--- src/assert_macros.svh ---
// assertion macros shared by the rtl files
`ifndef ASSERT_MACROS_SVH
`define ASSERT_MACROS_SVH

// same-cycle implication, checked out of reset
`define MSP_ASSERT_NOW(lbl, ante, cons, msg) \
  lbl: assert property (@(posedge clk) disable iff (!rst_n) (ante) |-> (cons)) \
    else $error(msg);

// next-cycle implication, checked out of reset
`define MSP_ASSERT_NEXT(lbl, ante, cons, msg) \
  lbl: assert property (@(posedge clk) disable iff (!rst_n) (ante) |=> (cons)) \
    else $error(msg);

`endif

--- src/msp_pkg.sv ---
// shared constants and types of the motor speed pid block
`timescale 1ns / 1ps

package msp_pkg;

  localparam int SPEED_BITS     = 16;
  localparam int GAIN_FRAC_BITS = 8;
  localparam int GAIN_W         = 16;
  localparam int DUTY_W         = 8;
  localparam int DUTY_MAX       = 255;

  // error and speed change need a sign bit and one more bit of range
  localparam int ERR_W   = SPEED_BITS + 2;
  localparam int PROD_W  = GAIN_W + ERR_W;
  localparam int ACC_W   = PROD_W + 2;
  localparam int INTEG_W = DUTY_W + GAIN_FRAC_BITS;

  localparam logic [INTEG_W-1:0] SUM_MAX = INTEG_W'(DUTY_MAX * (1 << GAIN_FRAC_BITS));

  localparam int QUEUE_DEPTH = 2;
  localparam int QPTR_W      = $clog2(QUEUE_DEPTH);
  localparam int QCNT_W      = $clog2(QUEUE_DEPTH + 1);

  localparam int ADDR_W     = 4;
  localparam int CFG_DATA_W = 32;

  typedef enum logic [1:0] {
    REG_PROP  = 2'd0,
    REG_INTEG = 2'd1,
    REG_DERIV = 2'd2
  } reg_idx_t;

  typedef struct packed {
    logic                    restart;
    logic                    direction;
    logic signed [ERR_W-1:0] error;
    logic signed [ERR_W-1:0] dspeed;
  } msp_item_t;

  typedef struct packed {
    logic signed [GAIN_W-1:0] kp;
    logic signed [GAIN_W-1:0] ki;
    logic signed [GAIN_W-1:0] kd;
  } msp_gains_t;

endpackage

--- src/motor_speed_pid.sv ---
// Motor speed PID with derivative on measurement: one sample in, one direction/duty
// result out per transfer. Sustained rate is one sample per clock cycle while out_stall is
// low, set by the single-cycle integral update in the back end; a sample goes from the
// queue entry, written at the transfer edge, to the product register and then the result
// register. A two-entry
// queue separates the front end from the back end, so input transfers continue while a
// result is stalled until the queue fills. Gains are written over the APB port at byte
// addresses 0 (proportional), 4 (integral) and 8 (derivative); any gain write clears the
// integral sum and the last speed, and gains may only be written while the block is idle.
`timescale 1ns / 1ps

module motor_speed_pid (
  input  logic                                  clk,
  input  logic                                  rst_n,
  // sample channel
  input  logic                                  in_valid,
  output logic                                  in_stall,
  input  logic signed [msp_pkg::SPEED_BITS-1:0] in_speed_command,
  input  logic [msp_pkg::SPEED_BITS-1:0]        in_measured_speed,
  input  logic                                  in_restart,
  // result channel
  output logic                                  out_valid,
  input  logic                                  out_stall,
  output logic                                  out_direction,
  output logic [msp_pkg::DUTY_W-1:0]            out_duty,
  // configuration port
  input  logic                                  psel,
  input  logic                                  penable,
  input  logic                                  pwrite,
  input  logic [msp_pkg::ADDR_W-1:0]            paddr,
  input  logic [msp_pkg::CFG_DATA_W-1:0]        pwdata,
  output logic [msp_pkg::CFG_DATA_W-1:0]        prdata,
  output logic                                  pready
);
  import msp_pkg::*;

  msp_gains_t gains_r, gains_nxt;
  logic       cfg_wr;
  logic       cfg_clear;
  reg_idx_t   cfg_idx;
  logic       in_push;
  logic       q_full;
  logic       q_not_empty;
  logic       q_pop;
  msp_item_t  front_item;
  msp_item_t  q_head;

  assign pready  = 1'b1;
  assign cfg_wr  = psel && penable && pwrite;
  assign cfg_idx = reg_idx_t'(paddr[3:2]);

  // gain register writes; a valid index also restarts the loop
  always_comb begin
    gains_nxt = gains_r;
    cfg_clear = 1'b0;
    if (cfg_wr) begin
      case (cfg_idx)
        REG_PROP: begin
          gains_nxt.kp = pwdata[GAIN_W-1:0];
          cfg_clear    = 1'b1;
        end
        REG_INTEG: begin
          gains_nxt.ki = pwdata[GAIN_W-1:0];
          cfg_clear    = 1'b1;
        end
        REG_DERIV: begin
          gains_nxt.kd = pwdata[GAIN_W-1:0];
          cfg_clear    = 1'b1;
        end
        default: begin
          cfg_clear = 1'b0;
        end
      endcase
    end
  end

  always_ff @(posedge clk) begin
    if (!rst_n) begin
      gains_r <= '0;
    end else begin
      gains_r <= gains_nxt;
    end
  end

  // register read back, sign extended
  always_comb begin
    case (cfg_idx)
      REG_PROP:  prdata = {{(CFG_DATA_W - GAIN_W){gains_r.kp[GAIN_W-1]}}, gains_r.kp};
      REG_INTEG: prdata = {{(CFG_DATA_W - GAIN_W){gains_r.ki[GAIN_W-1]}}, gains_r.ki};
      REG_DERIV: prdata = {{(CFG_DATA_W - GAIN_W){gains_r.kd[GAIN_W-1]}}, gains_r.kd};
      default:   prdata = '0;
    endcase
  end

  // input transfer goes straight into the queue
  assign in_stall = q_full;
  assign in_push  = in_valid && !q_full;

  msp_front u_front (
    .clk            (clk),
    .rst_n          (rst_n),
    .push           (in_push),
    .cfg_clear      (cfg_clear),
    .speed_command  (in_speed_command),
    .measured_speed (in_measured_speed),
    .restart        (in_restart),
    .item           (front_item)
  );

  msp_queue u_queue (
    .clk       (clk),
    .rst_n     (rst_n),
    .push      (in_push),
    .push_item (front_item),
    .pop       (q_pop),
    .full      (q_full),
    .not_empty (q_not_empty),
    .head      (q_head)
  );

  msp_back u_back (
    .clk           (clk),
    .rst_n         (rst_n),
    .cfg_clear     (cfg_clear),
    .gains         (gains_r),
    .q_valid       (q_not_empty),
    .q_item        (q_head),
    .q_pop         (q_pop),
    .out_valid     (out_valid),
    .out_stall     (out_stall),
    .out_direction (out_direction),
    .out_duty      (out_duty)
  );

endmodule

--- src/msp_front.sv ---
// front end: takes samples, forms setpoint, error and speed change
`timescale 1ns / 1ps

module msp_front (
  input  logic                            clk,
  input  logic                            rst_n,
  input  logic                            push,
  input  logic                            cfg_clear,
  input  logic signed [msp_pkg::SPEED_BITS-1:0] speed_command,
  input  logic [msp_pkg::SPEED_BITS-1:0]  measured_speed,
  input  logic                            restart,
  output msp_pkg::msp_item_t              item
);
  import msp_pkg::*;

  logic [SPEED_BITS-1:0] prev_speed_r;
  logic [SPEED_BITS-1:0] prev_speed_nxt;
  logic [SPEED_BITS-1:0] mag;
  logic [SPEED_BITS-1:0] setpoint;

  // command magnitude, most negative value saturates
  always_comb begin
    mag = speed_command[SPEED_BITS-1] ? (~speed_command + 1'b1) : speed_command;
    setpoint = mag[SPEED_BITS-1] ? {1'b0, {(SPEED_BITS-1){1'b1}}} : mag;
  end

  // classified item handed to the queue
  always_comb begin
    item.restart   = restart;
    item.direction = ~speed_command[SPEED_BITS-1];
    item.error     = $signed({2'b00, setpoint}) - $signed({2'b00, measured_speed});
    item.dspeed    = $signed({2'b00, measured_speed}) - $signed({2'b00, prev_speed_r});
  end

  // last measured speed, cleared by restart or a gain write
  always_comb begin
    prev_speed_nxt = prev_speed_r;
    if (cfg_clear) begin
      prev_speed_nxt = '0;
    end else if (push) begin
      prev_speed_nxt = restart ? '0 : measured_speed;
    end
  end

  always_ff @(posedge clk) begin
    if (!rst_n) begin
      prev_speed_r <= '0;
    end else begin
      prev_speed_r <= prev_speed_nxt;
    end
  end

endmodule

--- src/msp_queue.sv ---
// short fifo between front and back
`timescale 1ns / 1ps
`include "assert_macros.svh"

module msp_queue (
  input  logic               clk,
  input  logic               rst_n,
  input  logic               push,
  input  msp_pkg::msp_item_t push_item,
  input  logic               pop,
  output logic               full,
  output logic               not_empty,
  output msp_pkg::msp_item_t head
);
  import msp_pkg::*;

  msp_item_t           entry_r [QUEUE_DEPTH];
  logic [QPTR_W-1:0]   wr_ptr_r, wr_ptr_nxt;
  logic [QPTR_W-1:0]   rd_ptr_r, rd_ptr_nxt;
  logic [QCNT_W-1:0]   count_r, count_nxt;
  logic                do_push;
  logic                do_pop;

  assign full      = (count_r == QCNT_W'(QUEUE_DEPTH));
  assign not_empty = (count_r != '0);
  assign do_push   = push && !full;
  assign do_pop    = pop && not_empty;
  assign head      = entry_r[rd_ptr_r];

  // pointer and fill count update
  always_comb begin
    wr_ptr_nxt = wr_ptr_r;
    rd_ptr_nxt = rd_ptr_r;
    count_nxt  = count_r;
    if (do_push) begin
      wr_ptr_nxt = (wr_ptr_r == QPTR_W'(QUEUE_DEPTH - 1)) ? '0 : wr_ptr_r + 1'b1;
    end
    if (do_pop) begin
      rd_ptr_nxt = (rd_ptr_r == QPTR_W'(QUEUE_DEPTH - 1)) ? '0 : rd_ptr_r + 1'b1;
    end
    if (do_push && !do_pop) begin
      count_nxt = count_r + 1'b1;
    end else if (do_pop && !do_push) begin
      count_nxt = count_r - 1'b1;
    end
  end

  always_ff @(posedge clk) begin
    if (!rst_n) begin
      wr_ptr_r <= '0;
      rd_ptr_r <= '0;
      count_r  <= '0;
    end else begin
      wr_ptr_r <= wr_ptr_nxt;
      rd_ptr_r <= rd_ptr_nxt;
      count_r  <= count_nxt;
    end
  end

  // entry storage
  always_ff @(posedge clk) begin
    if (do_push) begin
      entry_r[wr_ptr_r] <= push_item;
    end
  end

  `MSP_ASSERT_NOW(a_count_bound, 1'b1, count_r <= QCNT_W'(QUEUE_DEPTH), "queue count over depth")
  `MSP_ASSERT_NEXT(a_count_grow, do_push && !do_pop, count_r == $past(count_r) + 1'b1, "queue count did not grow on push")

endmodule

--- src/msp_back.sv ---
// back end: gain products, integral update and duty output register
`timescale 1ns / 1ps
`include "assert_macros.svh"

module msp_back (
  input  logic                          clk,
  input  logic                          rst_n,
  input  logic                          cfg_clear,
  input  msp_pkg::msp_gains_t           gains,
  input  logic                          q_valid,
  input  msp_pkg::msp_item_t            q_item,
  output logic                          q_pop,
  output logic                          out_valid,
  input  logic                          out_stall,
  output logic                          out_direction,
  output logic [msp_pkg::DUTY_W-1:0]    out_duty
);
  import msp_pkg::*;

  // product stage
  logic                     prod_valid_r, prod_valid_nxt;
  logic                     prod_restart_r;
  logic                     prod_dir_r;
  logic signed [PROD_W-1:0] kp_err_r;
  logic signed [PROD_W-1:0] ki_err_r;
  logic signed [PROD_W-1:0] kd_d_r;

  // integral and output stage
  logic [INTEG_W-1:0]       integ_r, integ_nxt;
  logic                     out_valid_r, out_valid_nxt;
  logic                     out_dir_r;
  logic [DUTY_W-1:0]        out_duty_r;
  logic [DUTY_W-1:0]        duty_nxt;

  logic                     out_free;
  logic                     prod_free;
  logic                     prod_move;
  logic signed [ACC_W-1:0]  sum_raw;
  logic signed [ACC_W-1:0]  acc;
  logic [ACC_W-1:0]         acc_int;

  assign out_free  = !out_valid_r || !out_stall;
  assign prod_free = !prod_valid_r || out_free;
  assign q_pop     = q_valid && prod_free;
  assign prod_move = prod_valid_r && out_free;

  assign out_valid     = out_valid_r;
  assign out_direction = out_dir_r;
  assign out_duty      = out_duty_r;

  // stage valid flags
  always_comb begin
    prod_valid_nxt = prod_free ? q_valid : prod_valid_r;
    out_valid_nxt  = out_free ? prod_valid_r : out_valid_r;
  end

  // three gain products, registered
  always_ff @(posedge clk) begin
    if (q_pop) begin
      prod_restart_r <= q_item.restart;
      prod_dir_r     <= q_item.direction;
      kp_err_r       <= q_item.error * gains.kp;
      ki_err_r       <= q_item.error * gains.ki;
      kd_d_r         <= q_item.dspeed * gains.kd;
    end
  end

  // integral update with clamp, then the pid sum
  always_comb begin
    sum_raw = $signed({{(ACC_W - INTEG_W){1'b0}}, integ_r}) + ACC_W'(ki_err_r);
    if (sum_raw < 0) begin
      integ_nxt = '0;
    end else if (sum_raw > $signed({{(ACC_W - INTEG_W){1'b0}}, SUM_MAX})) begin
      integ_nxt = SUM_MAX;
    end else begin
      integ_nxt = sum_raw[INTEG_W-1:0];
    end
    acc = ACC_W'(kp_err_r) + $signed({{(ACC_W - INTEG_W){1'b0}}, integ_nxt})
          - ACC_W'(kd_d_r);
    acc_int = acc >>> GAIN_FRAC_BITS;
    if (acc[ACC_W-1] || acc == '0) begin
      duty_nxt = '0;
    end else if (acc_int[ACC_W-1:DUTY_W] != '0) begin
      duty_nxt = DUTY_W'(DUTY_MAX);
    end else begin
      duty_nxt = acc_int[DUTY_W-1:0];
    end
  end

  // control state
  always_ff @(posedge clk) begin
    if (!rst_n) begin
      prod_valid_r <= 1'b0;
      out_valid_r  <= 1'b0;
      integ_r      <= '0;
    end else begin
      prod_valid_r <= prod_valid_nxt;
      out_valid_r  <= out_valid_nxt;
      if (cfg_clear) begin
        integ_r <= '0;
      end else if (prod_move) begin
        integ_r <= prod_restart_r ? '0 : integ_nxt;
      end
    end
  end

  // result register, held while stalled
  always_ff @(posedge clk) begin
    if (prod_move) begin
      out_dir_r  <= prod_restart_r ? 1'b1 : prod_dir_r;
      out_duty_r <= prod_restart_r ? '0 : duty_nxt;
    end
  end

  `MSP_ASSERT_NOW(a_integ_max, 1'b1, integ_r <= SUM_MAX, "integral above clamp")
  `MSP_ASSERT_NEXT(a_restart_out, prod_move && prod_restart_r, out_valid_r && out_dir_r && out_duty_r == '0, "restart result not zero duty")

endmodule

--- config.mk ---
export PLATFORM = sky130hd
export DESIGN_NAME = motor_speed_pid
export DESIGN_NICKNAME = d
export VERILOG_FILES = /design/src/msp_pkg.sv /design/src/motor_speed_pid.sv /design/src/msp_front.sv /design/src/msp_queue.sv /design/src/msp_back.sv
export VERILOG_INCLUDE_DIRS = /design/src /design/src/src
export SDC_FILE = /design/constraint.sdc
export NUM_CORES = 2
export LEC_CHECK = 0
export BUFFER_PORTS_ARGS = -buffer_cell sky130_fd_sc_hd__buf_2
export CAP_MARGIN = 10
export CORE_MARGIN = 1
export CORE_UTILIZATION = 40
export CTS_CLUSTER_DIAMETER = 50
export DETAILED_ROUTE_END_ITERATION = 16
export PLACE_DENSITY_LB_ADDON = 0.3
export SYNTH_ARGS = -nofsm -noshare
export SYNTH_HDL_FRONTEND = slang
export SYNTH_HIERARCHICAL = 1
export SYNTH_SLANG_ARGS = --single-unit
--- constraint.sdc ---
create_clock -name clk -period 7.4 [get_ports clk]
set_input_delay 0.37 -clock clk [delete_from_list [all_inputs] [get_ports clk]]
set_output_delay 0.37 -clock clk [all_outputs]
set_load 0.05 [all_outputs]
==> out/metrics.csv <==
metric,value,unit
status,"complete, no violations",
CP Depth,33,
fin crit share,0.983,
io pins,120,
Power Dens Cells,233,mW/mm²
Gate Count Post-Synth,5034,
"commonest non-fill, non-tap cell in the layout",inv_1,
number of global-route vias before repair,36100,
final core occ,0.452,
ys async rst share,0,
router iterations before antenna repair,5,
Crit. End Element,register,
Core Area,0.118,mm²
Crit Reg-Reg Startpoint,u_back/integ_r[0]$_SDFFE_PP0P_,
Hold EP,u_back/out_valid$_SDFFE_PN0P_,
die area,0.121,mm²
Power Internal,6.64,mW
WP data required,7.70,ns
LEAKAGE,23.3,nW
CTS tree,built,
area grow syn2layout,11.5,%
"Seq/Total Area, Yosys",0.155,
"Buf+Inv Stages, Crit Path",7,
hold_sp,out_stall,
combinational share of power,0.620,
DRC viols,0,
Clock transition at path regs,0.06,ns
antenna violations before repair,0,
Min-Delay Path Class,in2reg,
Via Count,34500,
final WL,127000,µm
"Design Area, Final",0.0535,mm²
row cnt,126,
DP Area,0.0514,mm²
Netlist Area Pre-Place,0.0480,mm²
global-route wire length before repair,201000,µm
Antenna Nets Post-Route,0,
final setup violation count,0,
flop-to-flop setup slack,0.12,ns
number of flops mapped to enable cells by yosys,189,
vias per cell,5.05,
hold_buf cts,0,
Fmax achieved,0.137,GHz
critical path type,reg2reg,
Max Cap Viol,0,
P_sw,5.80,mW
Setup WS pre-CTS,-0.0593,ns
clock skew,0.0651,ns
PnR worst setup slack,0.123,ns
htree depth,2,
routed len/inst,18.6,µm
starting DRC count in detailed routing,2134,
DP HPWL,106000,µm
#FFs+latches synth,276,
hold path depth,3,
worst skew pair latency,0.63,ns
share of cells above drive strength 1,0.105,
CP arrival,7.58,ns
Avg Inst Size Synth,9.53,µm²
most frequent cells in the layout,"inv_1 (1058), fa_1 (886), nand2_1 (654), ha_1 (354), and2_1 (353)",
clock share of power,0.174,
post-synthesis net count,6360,
"Top FF cell, synth",edfxtp_1,
Overall Power,12.4,mW
Die W,348,µm
CTS max path bufs,3,
yosys synthesis warning count,6,
Netlist cell types,102,
critical path's slowest cell,fa_2,
Worst path max stage delay,0.58,ns
RSZ-0062 raised after global routing,true,
CTS Buf Count,42,
"CP delay by family, top",compound AO/OA/AOI/OAI gates,
switching share of power,0.466,
Worst setup SP type,register,
Peak VDD IR,238,µV
grt total ovfl,0,
final hold vios,0,
final net count,6515,
Starting Density,0.405,
Period minus WS final,7.28,ns
routability cong.,0.898,
Root Driver,clkbuf_16,
Die Height,348,µm
reg2reg end,u_back/out_duty[6]$_SDFFCE_PP0P_,
max_slew headroom,0.168,
CP most frequent cell,buf_4,
"Slew Viols, Final",0,
worst slew pin tran,1.25,ns
Reg2Reg Depth,33,
Seq pwr share,0.206,
CP max FO,8,
number of port buffers,100,
pin count of the biggest net entering global routing,77,
total track usage,0.212,
CTS Sinks,276,
[kinds of logic after synthesis]
logic type / after synthesis / synth area share
other cells: 1 / 0.0000782
xor+xnor: 176 / 0.0321
buf+inv: 1280 / 0.103
simple gates: 1378 / 0.142
compound gates: 563 / 0.0790
fa+ha+maj: 1250 / 0.465
flops: 276 / 0.155
mux: 110 / 0.0240
[cell usage after synthesis, types with 30 or more instances]
| library cell | number | share of area |
|---|---|---|
| inv_1 | 1062 | 0.083 |
| fa_1 | 889 | 0.37 |
| nand2_1 | 657 | 0.051 |
| ha_1 | 361 | 0.094 |
| and2_1 | 355 | 0.046 |
| edfxtp_1 | 189 | 0.12 |
| clkbuf_1 | 175 | 0.014 |
| a21oi_1 | 150 | 0.016 |
| xnor2_1 | 122 | 0.022 |
| o21ai_0 | 94 | 0.0098 |
| nor2_1 | 91 | 0.0071 |
| dfxtp_1 | 87 | 0.036 |
| a21o_1 | 70 | 0.011 |
| mux2i_1 | 70 | 0.015 |
| nand2b_1 | 61 | 0.0080 |
| xor2_1 | 54 | 0.0099 |
| nand3_1 | 44 | 0.0046 |
| nor2b_1 | 40 | 0.0052 |
| o21a_1 | 31 | 0.0049 |
| nor3_1 | 30 | 0.0031 |
[registers in the layout, indices dropped and copies added, names as in the netlist, 2 cells and up, named ones only]
name / flops
u_queue/count_r: 2
gains_r: 48
u_back/kp_err_r: 34
u_front/prev_speed_r: 16
u_queue/entry_r: 76
u_back/integ_r: 16
u_back/out_duty: 8
u_back/ki_err_r: 34
u_back/kd_d_r: 34
[timing repair]
action                                  in CTS  in global routing
resized for setup                            4                129
cloned                                       0                  2
endpoints found under the setup margin       9                 25
endpoints found under the hold margin        0                  0
setup buffers                                0                  8
pin swaps                                    0                 18
[per-layer routing]
metal | GRT usage | part of all wire | vias to the layer above
met5 | 0 | 0 | -
met4 | 0.0570 | 0.026 | 0
met3 | 0.0273 | 0.061 | 142
met2 | 0.346 | 0.46 | 1017
met1 | 0.297 | 0.45 | 17400
li1 | - | - | 15900
[per-stage QoR]
step	hold slack (ns)	TNS, ns	instances
final	0.0582	0	6826
after floorplan	0.446	0	5034
after CTS	0.0187	0	6814
after global routing	0.0574	-1.82	6823
after detailed placement	0.464	-0.278	6736
after global placement	0.453	0	6736
[power groups by stage]
stage	clock network (mW)	registers, mW	logic [mW]
after floorplan	0	2.48	4.49
after global placement	0	2.58	7.10
after detailed placement	0	2.59	7.12
after CTS	2.22	2.56	7.19
after global routing	2.28	2.61	8.42
final	2.17	2.56	7.70
[cell type report]
| type | instances | area [µm²] |
|---|---|---|
| flip-flops and latches | 276 | 7420 |
| diodes | 3 | 7.51 |
| clock inverters | 27 | 408 |
| inverters | 1063 | 3990 |
| multi-input cells | 3478 | 36100 |
| well taps | 1600 | 2000 |
| repair buffers | 328 | 2470 |
| fillers | 11400 | 64900 |
| clock buffers | 51 | 1120 |
[how the worst max path moves through the flow]
| stage | endpoint | slack (ns) | from |
|---|---|---|---|
| 6_report | u_back/out_duty[6]$_SDFFCE_PP0P_ | 0.12 | u_back/integ_r[0]$_SDFFE_PP0P_ |
| 5_1_grt | u_back/out_duty[6]$_SDFFCE_PP0P_ | -0.24 | u_back/ki_err_r[0]$_DFFE_PP_ |
| 4_1_cts | u_back/out_duty[6]$_SDFFCE_PP0P_ | 0.003 | u_back/ki_err_r[0]$_DFFE_PP_ |
| 3_5_place_dp | u_back/out_duty[6]$_SDFFCE_PP0P_ | -0.06 | u_back/ki_err_r[0]$_DFFE_PP_ |
| 3_3_place_gp | u_back/out_duty[1]$_SDFFCE_PP0P_ | 0.08 | u_back/ki_err_r[0]$_DFFE_PP_ |
| 2_1_floorplan | u_back/kd_d_r[30]$_DFFE_PP_ | 0.40 | register |
[worst register-to-register path, delay by kind of cell, from the launching register on]
family                   cells  cell delay (ns)
AO/OA/AOI/OAI               16             3.28
flip-flops                   1             0.33
adder cells (fa/ha/maj)      4             1.40
XOR/XNOR                     1             0.16
buffers and inverters        7             0.99
AND/OR/NAND/NOR              5             0.82
No activity file was read; power rests on OpenSTA's default activity.
